`src/hw/rtl/acfb_pkg.sv`:
```
`default_nettype none

package acfb_pkg;

	// frame constants
	localparam logic [7:0] START_CODE  = 8'hAA;
	localparam logic [7:0] END_CODE    = 8'h55;
	localparam logic [7:0] TEXT_CMD    = 8'h05;
	localparam logic [7:0] CR_CODE     = 8'h0D;
	localparam logic [7:0] LF_CODE     = 8'h0A;
	localparam logic [7:0] NUL_CODE    = 8'h00;
	localparam logic [7:0] MAX_PAYLOAD = 8'd255;

	// header is 11 bytes, trailer is checksum + end, text adds three more
	localparam logic [3:0] HEADER_LEN  = 4'd11;
	localparam logic [3:0] TRAIL_PLAIN = 4'd2;
	localparam logic [3:0] TRAIL_TEXT  = 4'd5;

	localparam logic [7:0] SOURCE_AXIS_RST = 8'hFE;

	// command queue between front and back
	localparam int QDEPTH = 4;
	localparam int QPTR_W = $clog2(QDEPTH);
	localparam int QCNT_W = $clog2(QDEPTH + 1);

	typedef enum logic [1:0] {
		CFG_TARGET_GROUP = 2'd0,
		CFG_SOURCE_GROUP = 2'd1,
		CFG_SOURCE_AXIS  = 2'd2,
		CFG_RIGHT_GROUP  = 2'd3
	} acfb_cfg_idx_t;

	typedef enum logic {
		REQ_START   = 1'b0,
		REQ_PAYLOAD = 1'b1
	} acfb_req_t;

	typedef struct packed {
		logic [7:0] target_group;
		logic [7:0] source_group;
		logic [7:0] source_axis;
		logic [7:0] right_group;
	} acfb_cfg_t;

	// one classified item as the back end sees it
	typedef struct packed {
		logic       is_start;
		logic       text;
		logic       close;
		logic [8:0] total;
		logic [7:0] msg_id;
		logic [7:0] cmd_type;
		logic [7:0] target_axis;
		logic [7:0] right_axis;
		logic [7:0] data;
	} acfb_cmd_t;

	// queue status toward front and back
	typedef struct packed {
		logic full;
		logic nonempty;
	} acfb_qstat_t;

endpackage

`default_nettype wire

```
`src/hw/rtl/acfb_front.sv`:
```
`default_nettype none

module acfb_front (
	input  wire                  clk,
	input  wire                  arst_n,
	input  wire                  cmd_valid,
	input  wire                  req_type,
	input  wire [7:0]            msg_id,
	input  wire [7:0]            cmd_type,
	input  wire [7:0]            target_axis,
	input  wire [7:0]            right_axis,
	input  wire [7:0]            payload_len,
	input  wire [7:0]            payload_byte,
	input  acfb_pkg::acfb_qstat_t qstat,
	output logic                 push,
	output acfb_pkg::acfb_cmd_t  entry
);
	import acfb_pkg::*;

	logic [7:0] rem_q;
	logic       open_q;
	logic       text_q;

	logic       accept;
	logic       is_start;
	logic [7:0] len_cap;
	logic       text_new;
	logic       pay_close;

	assign accept    = cmd_valid && !qstat.full;
	assign is_start  = (req_type == REQ_START);
	assign len_cap   = (payload_len > MAX_PAYLOAD) ? MAX_PAYLOAD : payload_len;
	assign text_new  = (cmd_type == TEXT_CMD);
	assign pay_close = (rem_q <= 8'd1);

	// payload bytes outside a frame are taken but produce nothing
	assign push = accept && (is_start || open_q);

	always_comb begin
		entry             = '0;
		entry.is_start    = is_start;
		entry.msg_id      = msg_id;
		entry.cmd_type    = cmd_type;
		entry.target_axis = target_axis;
		entry.right_axis  = right_axis;
		entry.data        = payload_byte;
		entry.total       = 9'(HEADER_LEN) + 9'(len_cap)
			+ 9'(text_new ? TRAIL_TEXT : TRAIL_PLAIN);
		if (is_start) begin
			entry.text  = text_new;
			entry.close = (len_cap == 8'd0);
		end else begin
			entry.text  = text_q;
			entry.close = pay_close;
		end
	end

	always_ff @(posedge clk or negedge arst_n) begin
		if (!arst_n) begin
			rem_q  <= '0;
			open_q <= 1'b0;
			text_q <= 1'b0;
		end else if (accept) begin
			if (is_start) begin
				text_q <= text_new;
				rem_q  <= len_cap;
				open_q <= (len_cap != 8'd0);
			end else if (open_q) begin
				if (pay_close) begin
					rem_q  <= '0;
					open_q <= 1'b0;
				end else begin
					rem_q <= rem_q - 8'd1;
				end
			end
		end
	end

endmodule

`default_nettype wire

```
`src/hw/rtl/acfb_queue.sv`:
```
`default_nettype none

module acfb_queue (
	input  wire                   clk,
	input  wire                   arst_n,
	input  wire                   push,
	input  acfb_pkg::acfb_cmd_t   push_entry,
	input  wire                   pop,
	output acfb_pkg::acfb_cmd_t   head,
	output acfb_pkg::acfb_qstat_t qstat
);
	import acfb_pkg::*;

	acfb_cmd_t         mem_q [QDEPTH];
	logic [QPTR_W-1:0] wr_q;
	logic [QPTR_W-1:0] rd_q;
	logic [QCNT_W-1:0] cnt_q;

	logic do_push;
	logic do_pop;

	assign qstat.full     = (cnt_q == QCNT_W'(QDEPTH));
	assign qstat.nonempty = (cnt_q != '0);
	assign do_push        = push && !qstat.full;
	assign do_pop         = pop && qstat.nonempty;
	assign head           = mem_q[rd_q];

	always_ff @(posedge clk) begin
		if (do_push) begin
			mem_q[wr_q] <= push_entry;
		end
	end

	always_ff @(posedge clk or negedge arst_n) begin
		if (!arst_n) begin
			wr_q  <= '0;
			rd_q  <= '0;
			cnt_q <= '0;
		end else begin
			if (do_push) begin
				wr_q <= (wr_q == QPTR_W'(QDEPTH - 1)) ? '0 : wr_q + QPTR_W'(1);
			end
			if (do_pop) begin
				rd_q <= (rd_q == QPTR_W'(QDEPTH - 1)) ? '0 : rd_q + QPTR_W'(1);
			end
			if (do_push && !do_pop) begin
				cnt_q <= cnt_q + QCNT_W'(1);
			end else if (do_pop && !do_push) begin
				cnt_q <= cnt_q - QCNT_W'(1);
			end
		end
	end

endmodule

`default_nettype wire

```
`src/hw/rtl/acfb_back.sv`:
```
`default_nettype none

module acfb_back (
	input  wire                   clk,
	input  wire                   arst_n,
	input  acfb_pkg::acfb_cfg_t   cfg,
	input  acfb_pkg::acfb_qstat_t qstat,
	input  acfb_pkg::acfb_cmd_t   head,
	output logic                  pop,
	output logic                  byte_valid,
	input  wire                   byte_stall,
	output logic [7:0]            out_byte,
	output logic                  run_last,
	output logic                  frame_last
);
	import acfb_pkg::*;

	// header byte offsets
	localparam logic [3:0] H_SYNC  = 4'd0;
	localparam logic [3:0] H_LENHI = 4'd1;
	localparam logic [3:0] H_LENLO = 4'd2;
	localparam logic [3:0] H_TGRP  = 4'd3;
	localparam logic [3:0] H_TAXIS = 4'd4;
	localparam logic [3:0] H_SGRP  = 4'd5;
	localparam logic [3:0] H_SAXIS = 4'd6;
	localparam logic [3:0] H_RGRP  = 4'd7;
	localparam logic [3:0] H_RAXIS = 4'd8;
	localparam logic [3:0] H_MSG   = 4'd9;
	localparam logic [3:0] H_CMD   = 4'd10;

	// trailer slots, plain frames start at the checksum slot
	localparam logic [3:0] T_CR    = 4'd0;
	localparam logic [3:0] T_LF    = 4'd1;
	localparam logic [3:0] T_NUL   = 4'd2;
	localparam logic [3:0] T_CHK   = 4'd3;
	localparam logic [3:0] T_END   = 4'd4;

	logic [3:0] pos_q;
	logic [7:0] xor_q;
	logic       valid_q;
	logic [7:0] byte_q;
	logic       run_last_q;
	logic       frame_last_q;

	logic       emit;
	logic [3:0] base;
	logic [3:0] last_pos;
	logic       last;
	logic [3:0] tslot;
	logic [7:0] nxt_byte;
	logic       nxt_end;

	assign emit     = qstat.nonempty && (!valid_q || !byte_stall);
	assign base     = head.is_start ? HEADER_LEN : 4'd1;
	assign last_pos = base - 4'd1
		+ (head.close ? (head.text ? TRAIL_TEXT : TRAIL_PLAIN) : 4'd0);
	assign last     = (pos_q == last_pos);
	assign tslot    = head.text ? (pos_q - base) : (pos_q - base + T_CHK);
	assign pop      = emit && last;

	always_comb begin
		nxt_byte = head.data;
		nxt_end  = 1'b0;
		if (pos_q >= base) begin
			case (tslot)
				T_CR:    nxt_byte = CR_CODE;
				T_LF:    nxt_byte = LF_CODE;
				T_NUL:   nxt_byte = NUL_CODE;
				T_CHK:   nxt_byte = xor_q;
				T_END: begin
					nxt_byte = END_CODE;
					nxt_end  = 1'b1;
				end
				default: nxt_byte = END_CODE;
			endcase
		end else if (head.is_start) begin
			case (pos_q)
				H_SYNC:  nxt_byte = START_CODE;
				H_LENHI: nxt_byte = {7'd0, head.total[8]};
				H_LENLO: nxt_byte = head.total[7:0];
				H_TGRP:  nxt_byte = cfg.target_group;
				H_TAXIS: nxt_byte = head.target_axis;
				H_SGRP:  nxt_byte = cfg.source_group;
				H_SAXIS: nxt_byte = cfg.source_axis;
				H_RGRP:  nxt_byte = cfg.right_group;
				H_RAXIS: nxt_byte = head.right_axis;
				H_MSG:   nxt_byte = head.msg_id;
				H_CMD:   nxt_byte = head.cmd_type;
				default: nxt_byte = head.cmd_type;
			endcase
		end
	end

	always_ff @(posedge clk or negedge arst_n) begin
		if (!arst_n) begin
			pos_q   <= '0;
			xor_q   <= '0;
			valid_q <= 1'b0;
		end else begin
			if (emit) begin
				pos_q   <= last ? 4'd0 : pos_q + 4'd1;
				xor_q   <= (head.is_start && pos_q == H_SYNC) ? nxt_byte : (xor_q ^ nxt_byte);
				valid_q <= 1'b1;
			end else if (!byte_stall) begin
				valid_q <= 1'b0;
			end
		end
	end

	always_ff @(posedge clk) begin
		if (emit) begin
			byte_q       <= nxt_byte;
			run_last_q   <= last;
			frame_last_q <= nxt_end;
		end
	end

	assign byte_valid = valid_q;
	assign out_byte   = byte_q;
	assign run_last   = run_last_q;
	assign frame_last = frame_last_q;

endmodule

`default_nettype wire

```
`src/hw/rtl/axis_command_frame_builder.sv`:
```
// Servo-axis command frame serializer. Each accepted item is a start request
// (req_type 0), which emits the 11-byte header, or a payload byte (req_type 1),
// which is passed through; the byte that completes payload_len closes the frame
// with CR LF NUL for text commands (cmd_type 5), an XOR checksum over every
// earlier frame byte, and the end byte 0x55 flagged by frame_last. run_last
// marks the final byte caused by each item. Payload bytes outside an open
// frame are taken and dropped; a new start abandons an open frame. Items enter
// a 4-entry command queue, one item per cycle unless it is full; the back-end
// byte sequencer emits one byte per cycle while byte_stall is low. A payload
// byte yields one output byte, a closing one 3 or 6, and a start item 11 bytes
// (up to 16 when the payload is empty). cfg_ready is always high; the user must
// write configuration only while the block is idle, which is not enforced.
`default_nettype none

module axis_command_frame_builder (
	input  wire        clk,
	input  wire        arst_n,

	// item channel
	input  wire        cmd_valid,
	output logic       cmd_stall,
	input  wire        req_type,
	input  wire [7:0]  msg_id,
	input  wire [7:0]  cmd_type,
	input  wire [7:0]  target_axis,
	input  wire [7:0]  right_axis,
	input  wire [7:0]  payload_len,
	input  wire [7:0]  payload_byte,

	// byte channel
	output logic       byte_valid,
	input  wire        byte_stall,
	output logic [7:0] out_byte,
	output logic       run_last,
	output logic       frame_last,

	// register write channel
	input  wire        cfg_valid,
	output logic       cfg_ready,
	input  wire [1:0]  cfg_index,
	input  wire [7:0]  cfg_data
);
	import acfb_pkg::*;

	acfb_cfg_t   cfg_q;
	acfb_qstat_t qstat;
	acfb_cmd_t   push_entry;
	acfb_cmd_t   head;
	logic        push;
	logic        pop;

	// register writes are always accepted
	assign cfg_ready = 1'b1;

	always_ff @(posedge clk or negedge arst_n) begin
		if (!arst_n) begin
			cfg_q.target_group <= '0;
			cfg_q.source_group <= '0;
			cfg_q.source_axis  <= SOURCE_AXIS_RST;
			cfg_q.right_group  <= '0;
		end else if (cfg_valid && cfg_ready) begin
			case (acfb_cfg_idx_t'(cfg_index))
				CFG_TARGET_GROUP: cfg_q.target_group <= cfg_data;
				CFG_SOURCE_GROUP: cfg_q.source_group <= cfg_data;
				CFG_SOURCE_AXIS:  cfg_q.source_axis  <= cfg_data;
				CFG_RIGHT_GROUP:  cfg_q.right_group  <= cfg_data;
				default:          cfg_q.right_group  <= cfg_q.right_group;
			endcase
		end
	end

	// front stalls only when the command queue is full
	assign cmd_stall = qstat.full;

	// front: classify items, track payload count and frame state
	acfb_front u_front (
		.clk          (clk),
		.arst_n       (arst_n),
		.cmd_valid    (cmd_valid),
		.req_type     (req_type),
		.msg_id       (msg_id),
		.cmd_type     (cmd_type),
		.target_axis  (target_axis),
		.right_axis   (right_axis),
		.payload_len  (payload_len),
		.payload_byte (payload_byte),
		.qstat        (qstat),
		.push         (push),
		.entry        (push_entry)
	);

	// decouples item transfer from byte output
	acfb_queue u_queue (
		.clk        (clk),
		.arst_n     (arst_n),
		.push       (push),
		.push_entry (push_entry),
		.pop        (pop),
		.head       (head),
		.qstat      (qstat)
	);

	// back: byte sequencer with running checksum and output register
	acfb_back u_back (
		.clk        (clk),
		.arst_n     (arst_n),
		.cfg        (cfg_q),
		.qstat      (qstat),
		.head       (head),
		.pop        (pop),
		.byte_valid (byte_valid),
		.byte_stall (byte_stall),
		.out_byte   (out_byte),
		.run_last   (run_last),
		.frame_last (frame_last)
	);

`ifndef SYNTHESIS
	// closing byte is always the end code and ends the item's run
	a_frame_end: assert property (@(posedge clk) disable iff (!arst_n)
		byte_valid && frame_last |-> run_last && out_byte == END_CODE)
		else $error("frame_last without end code or run_last");

	// queue is never written while full
	a_no_overflow: assert property (@(posedge clk) disable iff (!arst_n)
		push |-> !qstat.full)
		else $error("command queue overflow");

	// nothing leaves the queue while the output byte is held
	a_hold_pop: assert property (@(posedge clk) disable iff (!arst_n)
		byte_valid && byte_stall |-> !pop)
		else $error("queue popped during output stall");

	// a popped entry was present
	a_pop_nonempty: assert property (@(posedge clk) disable iff (!arst_n)
		pop |-> qstat.nonempty)
		else $error("pop from empty command queue");
`endif

endmodule

`default_nettype wire

```
`config.mk`:
```
export PLATFORM = sky130hd
export DESIGN_NAME = axis_command_frame_builder
export DESIGN_NICKNAME = d
export VERILOG_FILES = /design/src/hw/rtl/acfb_pkg.sv /design/src/hw/rtl/acfb_front.sv /design/src/hw/rtl/acfb_queue.sv /design/src/hw/rtl/acfb_back.sv /design/src/hw/rtl/axis_command_frame_builder.sv
export SDC_FILE = /design/constraint.sdc
export NUM_CORES = 1
export LEC_CHECK = 0
export BUFFER_PORTS_ARGS = -buffer_cell sky130_fd_sc_hd__buf_2
export CAP_MARGIN = 10
export CORE_ASPECT_RATIO = 0.9
export CORE_MARGIN = 2
export CORE_UTILIZATION = 60
export DETAILED_ROUTE_END_ITERATION = 12
export PLACE_DENSITY = 0.79
export SYNTH_ARGS = -nofsm -noshare
export SYNTH_HDL_FRONTEND = slang
export SYNTH_HIERARCHICAL = 1
export SYNTH_SLANG_ARGS = --single-unit
export TNS_END_PERCENT = 20
```
`constraint.sdc`:
```
create_clock -name clk -period 5 [get_ports clk]
set_input_delay 0.25 -clock clk [delete_from_list [all_inputs] [get_ports clk]]
set_output_delay 0.25 -clock clk [all_outputs]
set_load 0.02 [all_outputs]
```
## After elaboration in Yosys (flattened, before gate mapping)

Memory sizes are Yosys's and may differ from the RTL's.
Cells that the tools add are included.

- Register bits: 72
- Latch bits: 0
- RAM bits: 208
- Bits in read-only memories: 0
- Output and inout bits: 13
- Memories: 1

Memories:

| memory | depth | width | read ports | clocked after memory_dff | wr ports | RTL line | text |
|---|---|---|---|---|---|---|---|
| u_queue.mem_q | 4 | 52 | 1 | 0 | 1 | acfb_queue.sv:14 | `acfb_cmd_t mem_q [QDEPTH];` |

- Add/subtract/negate cells: 12
- Multipliers: 0
- Div/mod/pow operators: 0
- Magnitude comparators: 3
- Equality and inequality tests: 23
- Shifts and indexed selects: 0
- Mux-type cells: 28
- Bitwise logic cells: 2
- Reduce and logical (&&, ||, !) cells: 29

Operator list:

| kind | count |
|---|---|
| 8-bit case mux with 10 select lines | 1 |
| 8-bit two-way mux | 7 |
| 8-bit case mux with 4 select lines | 1 |
| 4-bit by 3-bit == test with 1-bit output (second input constant) | 5 |
| 4-bit by 2-bit == test with 1-bit output (second input constant) | 4 |
| 4-bit two-way mux | 4 |
| 3-bit two-way mux | 4 |
| 2-bit AND reduction | 6 |
| 4-bit by 8-bit adder with 9-bit output (first input constant) | 1 |
| 9-bit adder | 1 |
| 1-bit logical AND | 9 |
| 2-bit == test (second input constant) | 4 |
| 4-bit by 1-bit == test with 1-bit output (second input constant) | 2 |
| 4-bit == test (second input constant) | 2 |
| 8-bit by 3-bit == test with 1-bit output (second input constant) | 1 |
| 8-bit greater-than comparator (second input constant) | 1 |
| 8-bit by 1-bit less-or-equal comparator with 1-bit output (second input constant) | 1 |
| 4-bit zero test | 2 |
| 8-bit zero test | 1 |
| 1-bit two-way mux | 8 |
| 8-bit nonzero test | 1 |
| 8-bit by 1-bit subtractor with 8-bit output (second input constant) | 1 |
| 8-bit bitwise XOR | 1 |
| 2-bit two-way mux | 3 |
| 19 further kinds | 26 |

## Depth between registers and ports, before layout

An unclocked memory read counts as a cell.

- Depth after elaboration: 10
- Depth in mapped cells: 16
- Mapped depth without buffers: 13

## By module

The synthesis kept the hierarchy.

Modules (own cells, without submodules):

| module | instances | cells an instance | area each (µm²) | seq. area each (µm²) |
|---|---|---|---|---|
| acfb_queue | 1 | 309 | 8025.2 | 6421.2 |
| acfb_back | 1 | 297 | 2412.3 | 625.6 |
| acfb_front | 1 | 157 | 1247.4 | 250.2 |
| axis_command_frame_builder | 1 | 70 | 1232.4 | 809.5 |

## Worst setup path before layout

OpenSTA, ideal clock, no wires.

- Kind: register -> register
- From: register u_queue.cnt_q[2]
- To: memory u_queue/mem_q[3][0] (netlist name) (enable)
- Library setup time: 462 ps
- Arrival: 3244 ps
- Required time: 4538 ps
- Setup slack: 1294 ps
- Stages on the path, launching flop included: 7
- Path through: dfrtp_1 -> nor3b_4 -> nor2b_1 -> o21ai_0 -> inv_1 -> nand2_1 -> nor2_1

- Longest elaborated chain between the ends: 7

RTL lines:

| what | RTL line | text |
|---|---|---|
| from (decl) | acfb_queue.sv:17 | `logic [QCNT_W-1:0] cnt_q;` |
| from (signal assigned) | acfb_queue.sv:47 | `cnt_q <= cnt_q + QCNT_W'(1);` |
| from (signal assigned) | acfb_queue.sv:49 | `cnt_q <= cnt_q - QCNT_W'(1);` |
| 3-bit == test | acfb_queue.sv:22 | `assign qstat.full = (cnt_q == QCNT_W'(QDEPTH));` |
| named net cmd_stall | axis_command_frame_builder.sv:21 | `output logic cmd_stall,` |
| 1-bit zero test | acfb_front.sv:30 | `assign accept = cmd_valid && !qstat.full;` |
| 1-bit logical AND | acfb_front.sv:30 |  |
| 1-bit logical AND | acfb_front.sv:37 | `assign push = accept && (is_start \|\| open_q);` |
| named net push | axis_command_frame_builder.sv:49 | `logic push;` |
| 1-bit logical AND | acfb_queue.sv:24 | `assign do_push = push && !qstat.full;` |
| 1-bit two-way mux | acfb_queue.sv:29 | `if (do_push) begin` |
| 1-bit two-way mux (implied by the code) | acfb_queue.sv:30 | `mem_q[wr_q] <= push_entry;` |
| to (decl) | acfb_queue.sv:14 |  |

The timed path passes the listed nets, and every way through them passes these cells.

==> flow_summary.ini <==
[routing]
drcViolationCount = 0
detailedRoute.firstPassIterationCount = 5
routed_wire_length_per_instance_um = 22.44
drtIter0Drc = 919
drt-vias-per-instance = 6.231
ant_nets = 0
finalWirelength_um = 27530
vias = 7645

[timing]
rsz_0062_raised_after_global_routing = no
timing.final.setup_violations = 0
final_min_period_over_clock_period_pct = 76.50
period_minus_slack_ns = 3.825
max_slew_margin_pct = 24.96
skew_ns = 0.01712
setup_total_negative_slack_ns = 0
timing.final.hold_violations = 0
max_clock_freq_mhz = 261.4
worst_pin_slew_ns = 1.114
max_slew_violation_total_from_the_final_report = 0

[clocking]
post_cts_resized = 0
ctsRootBufferMaster = sky130_fd_sc_hd__clkbuf_16
numCtsBuffers = 28
clk_slew_on_worst_s_h_paths_ns = 0.06
clock_sink_count = 280
htree_num_levels = 1
clk-insertion-delay-late_ns = 0.56
cts_tree = yes
clockBufferDepth = 3
cts_setup_buffers = 0
cts_hold_buffers = 47

[setup_path]
worstSetupStartpointType = flip-flop
critical_path.endpoint_type = flip-flop
critical_path_required_ns = 5.42
crit_path_max_fo = 21
critPathKind = flip-flop to flip-flop
crit_arrival_ns = 4.24

[floorplanning]
design.die.area_sq_um = 22720
placeableCoreArea_sq_um = 20960
placementRows = 50
die_width_um = 158.7
chipHeight_um = 143.2
boundaryPins = 77
floorplan.initialDensity_pct = 61.64

[placement]
port_buffers = 75
place_congestion = 0.9120
post-dp-hpwl_um = 16970
post-place-cells = 1129

[yosys]
postSynthRegisterBits = 280
postSynth.topFlopCell = sky130_fd_sc_hd__edfxtp_1
synth_enable_flop_cells = 218
synth.avg_cell_area_sq_um = 15.51
post_synth_inst_count = 833
synthesis.nets = 924
synth.yosys.seq_area_share_pct = 62.76
yosysWarnings = 6
synthesis.area_sq_um = 12920
synth.lib_cells_used.distinct = 86
postSynth.asyncResetShare_pct = 22.14

[pwr]
power_switching_share_pct = 35.69
power.total_mw = 9.211
p_leak_nw = 5.337
switching_power_mw = 3.288
worst_ir_drop_vdd_uv = 396.3
p_per_area_nw_per_um2 = 629.5
power_report.internal_total_mw = 5.924
combinationalPowerShare_pct = 38.6
seq_power_share_pct = 37.6
clock_network_power_share_pct = 23.8

[finish]
design.final.nets = 1011
fraction_of_final_layout_cells_sized_beyond_drive_strength_1_pct = 26.89
layout.cells.most_common_list = sky130_fd_sc_hd__edfxtp_1, sky130_fd_sc_hd__buf_2, sky130_fd_sc_hd__dfrtp_1, sky130_fd_sc_hd__mux4_2, sky130_fd_sc_hd__dlygate4sd3_1
synthToLayoutAreaGrowth_pct = 13.27
antennaDiodeCount = 0
final_cell_count_no_fill = 1227
layout.cells.most_common = sky130_fd_sc_hd__edfxtp_1
final_core_utilization_pct = 69.81

[global_route]
grt_antenna_before_repair = 0
grtUsageMet3_pct = 5.797
globalRouteTotalUtil_pct = 25.10
grt.busiest_layer = met2
grt_max_degree = 63
globalRouteMet2Util_pct = 38.12
global_route.usage.met1_pct = 36.80
grt_remaining_overflow = 0
via_count_of_the_first_global_routing_pass = 7434
global_route_wire_length_before_repair_um = 42760

[min_path]
hold_path.class = input pin to flip-flop

[status]
status = completed

[flow_run]
max_cap_viol_count = 0
kinds of logic (layout without fill, tap and decap cells):
group	count (synthesis)	after routing	synth area share (%)
buffers and inverters	109	217	5.337
muxes	97	97	13.07
other	1	1	0.02903
and+or+nand+nor	160	160	6.945
adders and majority gates	27	27	2.790
xor gates and xnor gates	18	18	1.337
DFF	280	280	62.76
AOI/OAI and AO/OA	141	141	7.739
cell type report:
cell class / count / area (sq um)
clock inverter: 17 / 234.0
timing repair buffer: 133 / 928.4
clock buffer: 34 / 743.2
fill: 1320 / 6326
tap: 286 / 357.8
multi-input combinational: 444 / 4133
sequential: 280 / 8112
inverter: 33 / 123.9
sequential cells by signal (all words and copies together), names as in the netlist:
name,flops
u_back/byte_valid,1
u_queue/mem_q,208
u_back/out_byte,8
u_back/frame_last,1
u_queue/rd_q,2
u_queue/wr_q,2
u_back/pos_q,4
u_queue/cnt_q,3
u_front/text_q,1
u_front/rem_q,8
u_back/run_last,1
u_front/open_q,1
u_back/xor_q,8
cfg_q,32
layer usage:
metal,part of all wire [%],up-vias
li1,-,3374
met1,42,3880
met2,47,327
met3,8.0,64
met4,2.7,0
met5,0,-
per-stage QoR:
step | hold slack [ns] | cell area [sq um] | worst slack, ns
after global routing | 0.01251 | 14630 | 0.8122
final | 0.02503 | 14630 | 1.175
after CTS | 0.01381 | 14630 | 1.245
after detailed placement | 0.4675 | 13180 | 1.237
after global placement | 0.4657 | 13180 | 1.366
after floorplan | -0.04559 | 12920 | 1.294
cell usage after synthesis (6+ instances only):
master | n | area, sq um
sky130_fd_sc_hd__buf_2 | 21 | 105.1
sky130_fd_sc_hd__buf_4 | 42 | 315.3
sky130_fd_sc_hd__o221ai_1 | 6 | 52.55
sky130_fd_sc_hd__o21ai_0 | 23 | 115.1
sky130_fd_sc_hd__nand3_1 | 12 | 60.06
sky130_fd_sc_hd__a22oi_1 | 15 | 112.6
sky130_fd_sc_hd__inv_1 | 32 | 120.1
sky130_fd_sc_hd__nor2_1 | 33 | 123.9
sky130_fd_sc_hd__a21oi_1 | 22 | 110.1
sky130_fd_sc_hd__mux2_2 | 40 | 450.4
sky130_fd_sc_hd__o211ai_1 | 6 | 45.04
sky130_fd_sc_hd__xnor2_1 | 9 | 78.83
sky130_fd_sc_hd__dfrtp_1 | 55 | 1376
sky130_fd_sc_hd__o21ai_1 | 7 | 35.03
sky130_fd_sc_hd__edfxtp_1 | 218 | 6546
sky130_fd_sc_hd__nand2_1 | 43 | 161.4
sky130_fd_sc_hd__nor3_1 | 11 | 55.05
sky130_fd_sc_hd__nor2b_1 | 8 | 50.05
sky130_fd_sc_hd__nand2b_1 | 9 | 56.30
sky130_fd_sc_hd__ha_1 | 24 | 300.3
sky130_fd_sc_hd__xor2_1 | 7 | 61.31
sky130_fd_sc_hd__mux4_2 | 48 | 1081
sky130_fd_sc_hd__dfstp_2 | 7 | 183.9
worst max-delay path, stage by stage, from the launching register on:
cell and delay (ns):
sky130_fd_sc_hd__dfrtp_4 0.54, sky130_fd_sc_hd__mux4_1 0.90, sky130_fd_sc_hd__inv_1 0.27, sky130_fd_sc_hd__ha_1 0.31, sky130_fd_sc_hd__ha_1 0.20, sky130_fd_sc_hd__nor4b_1 0.32, sky130_fd_sc_hd__or2_1 0.37, sky130_fd_sc_hd__o41ai_1 0.13
sky130_fd_sc_hd__a21oi_1 0.38, sky130_fd_sc_hd__or3_1 0.18, sky130_fd_sc_hd__nand4_1 0.08
path summary, 6_finish.rpt:
kind / from / to / slack, ns / cells past startpoint
max in group asynchronous: arst_n / u_queue/rd_q[0] / 3.94 / 3
max: u_queue/rd_q[0] / u_back/xor_q[5] / 1.17 / 10
max reg2reg: u_queue/rd_q[0] / u_back/xor_q[5] / 1.17 / 10
min in group asynchronous: arst_n / cfg_q[6] / 0.41 / 3
min reg2reg: cfg_q[0] / cfg_q[0] / 0.51 / 1
min: cfg_data[1] / cfg_q[25] / 0.03 / 2
power by group through the flow:
| stage | Sequential [mW] | Clock (mW) | Combinational (mW) |
|---|---|---|---|
| after floorplan | 3.44 | 0 | 2.72 |
| after global placement | 3.47 | 0 | 3.41 |
| after detailed placement | 3.49 | 0 | 3.47 |
| after CTS | 3.46 | 2.23 | 3.52 |
| after global routing | 3.51 | 2.33 | 3.85 |
| final | 3.46 | 2.19 | 3.56 |
Power figures use the tool's default switching activity.
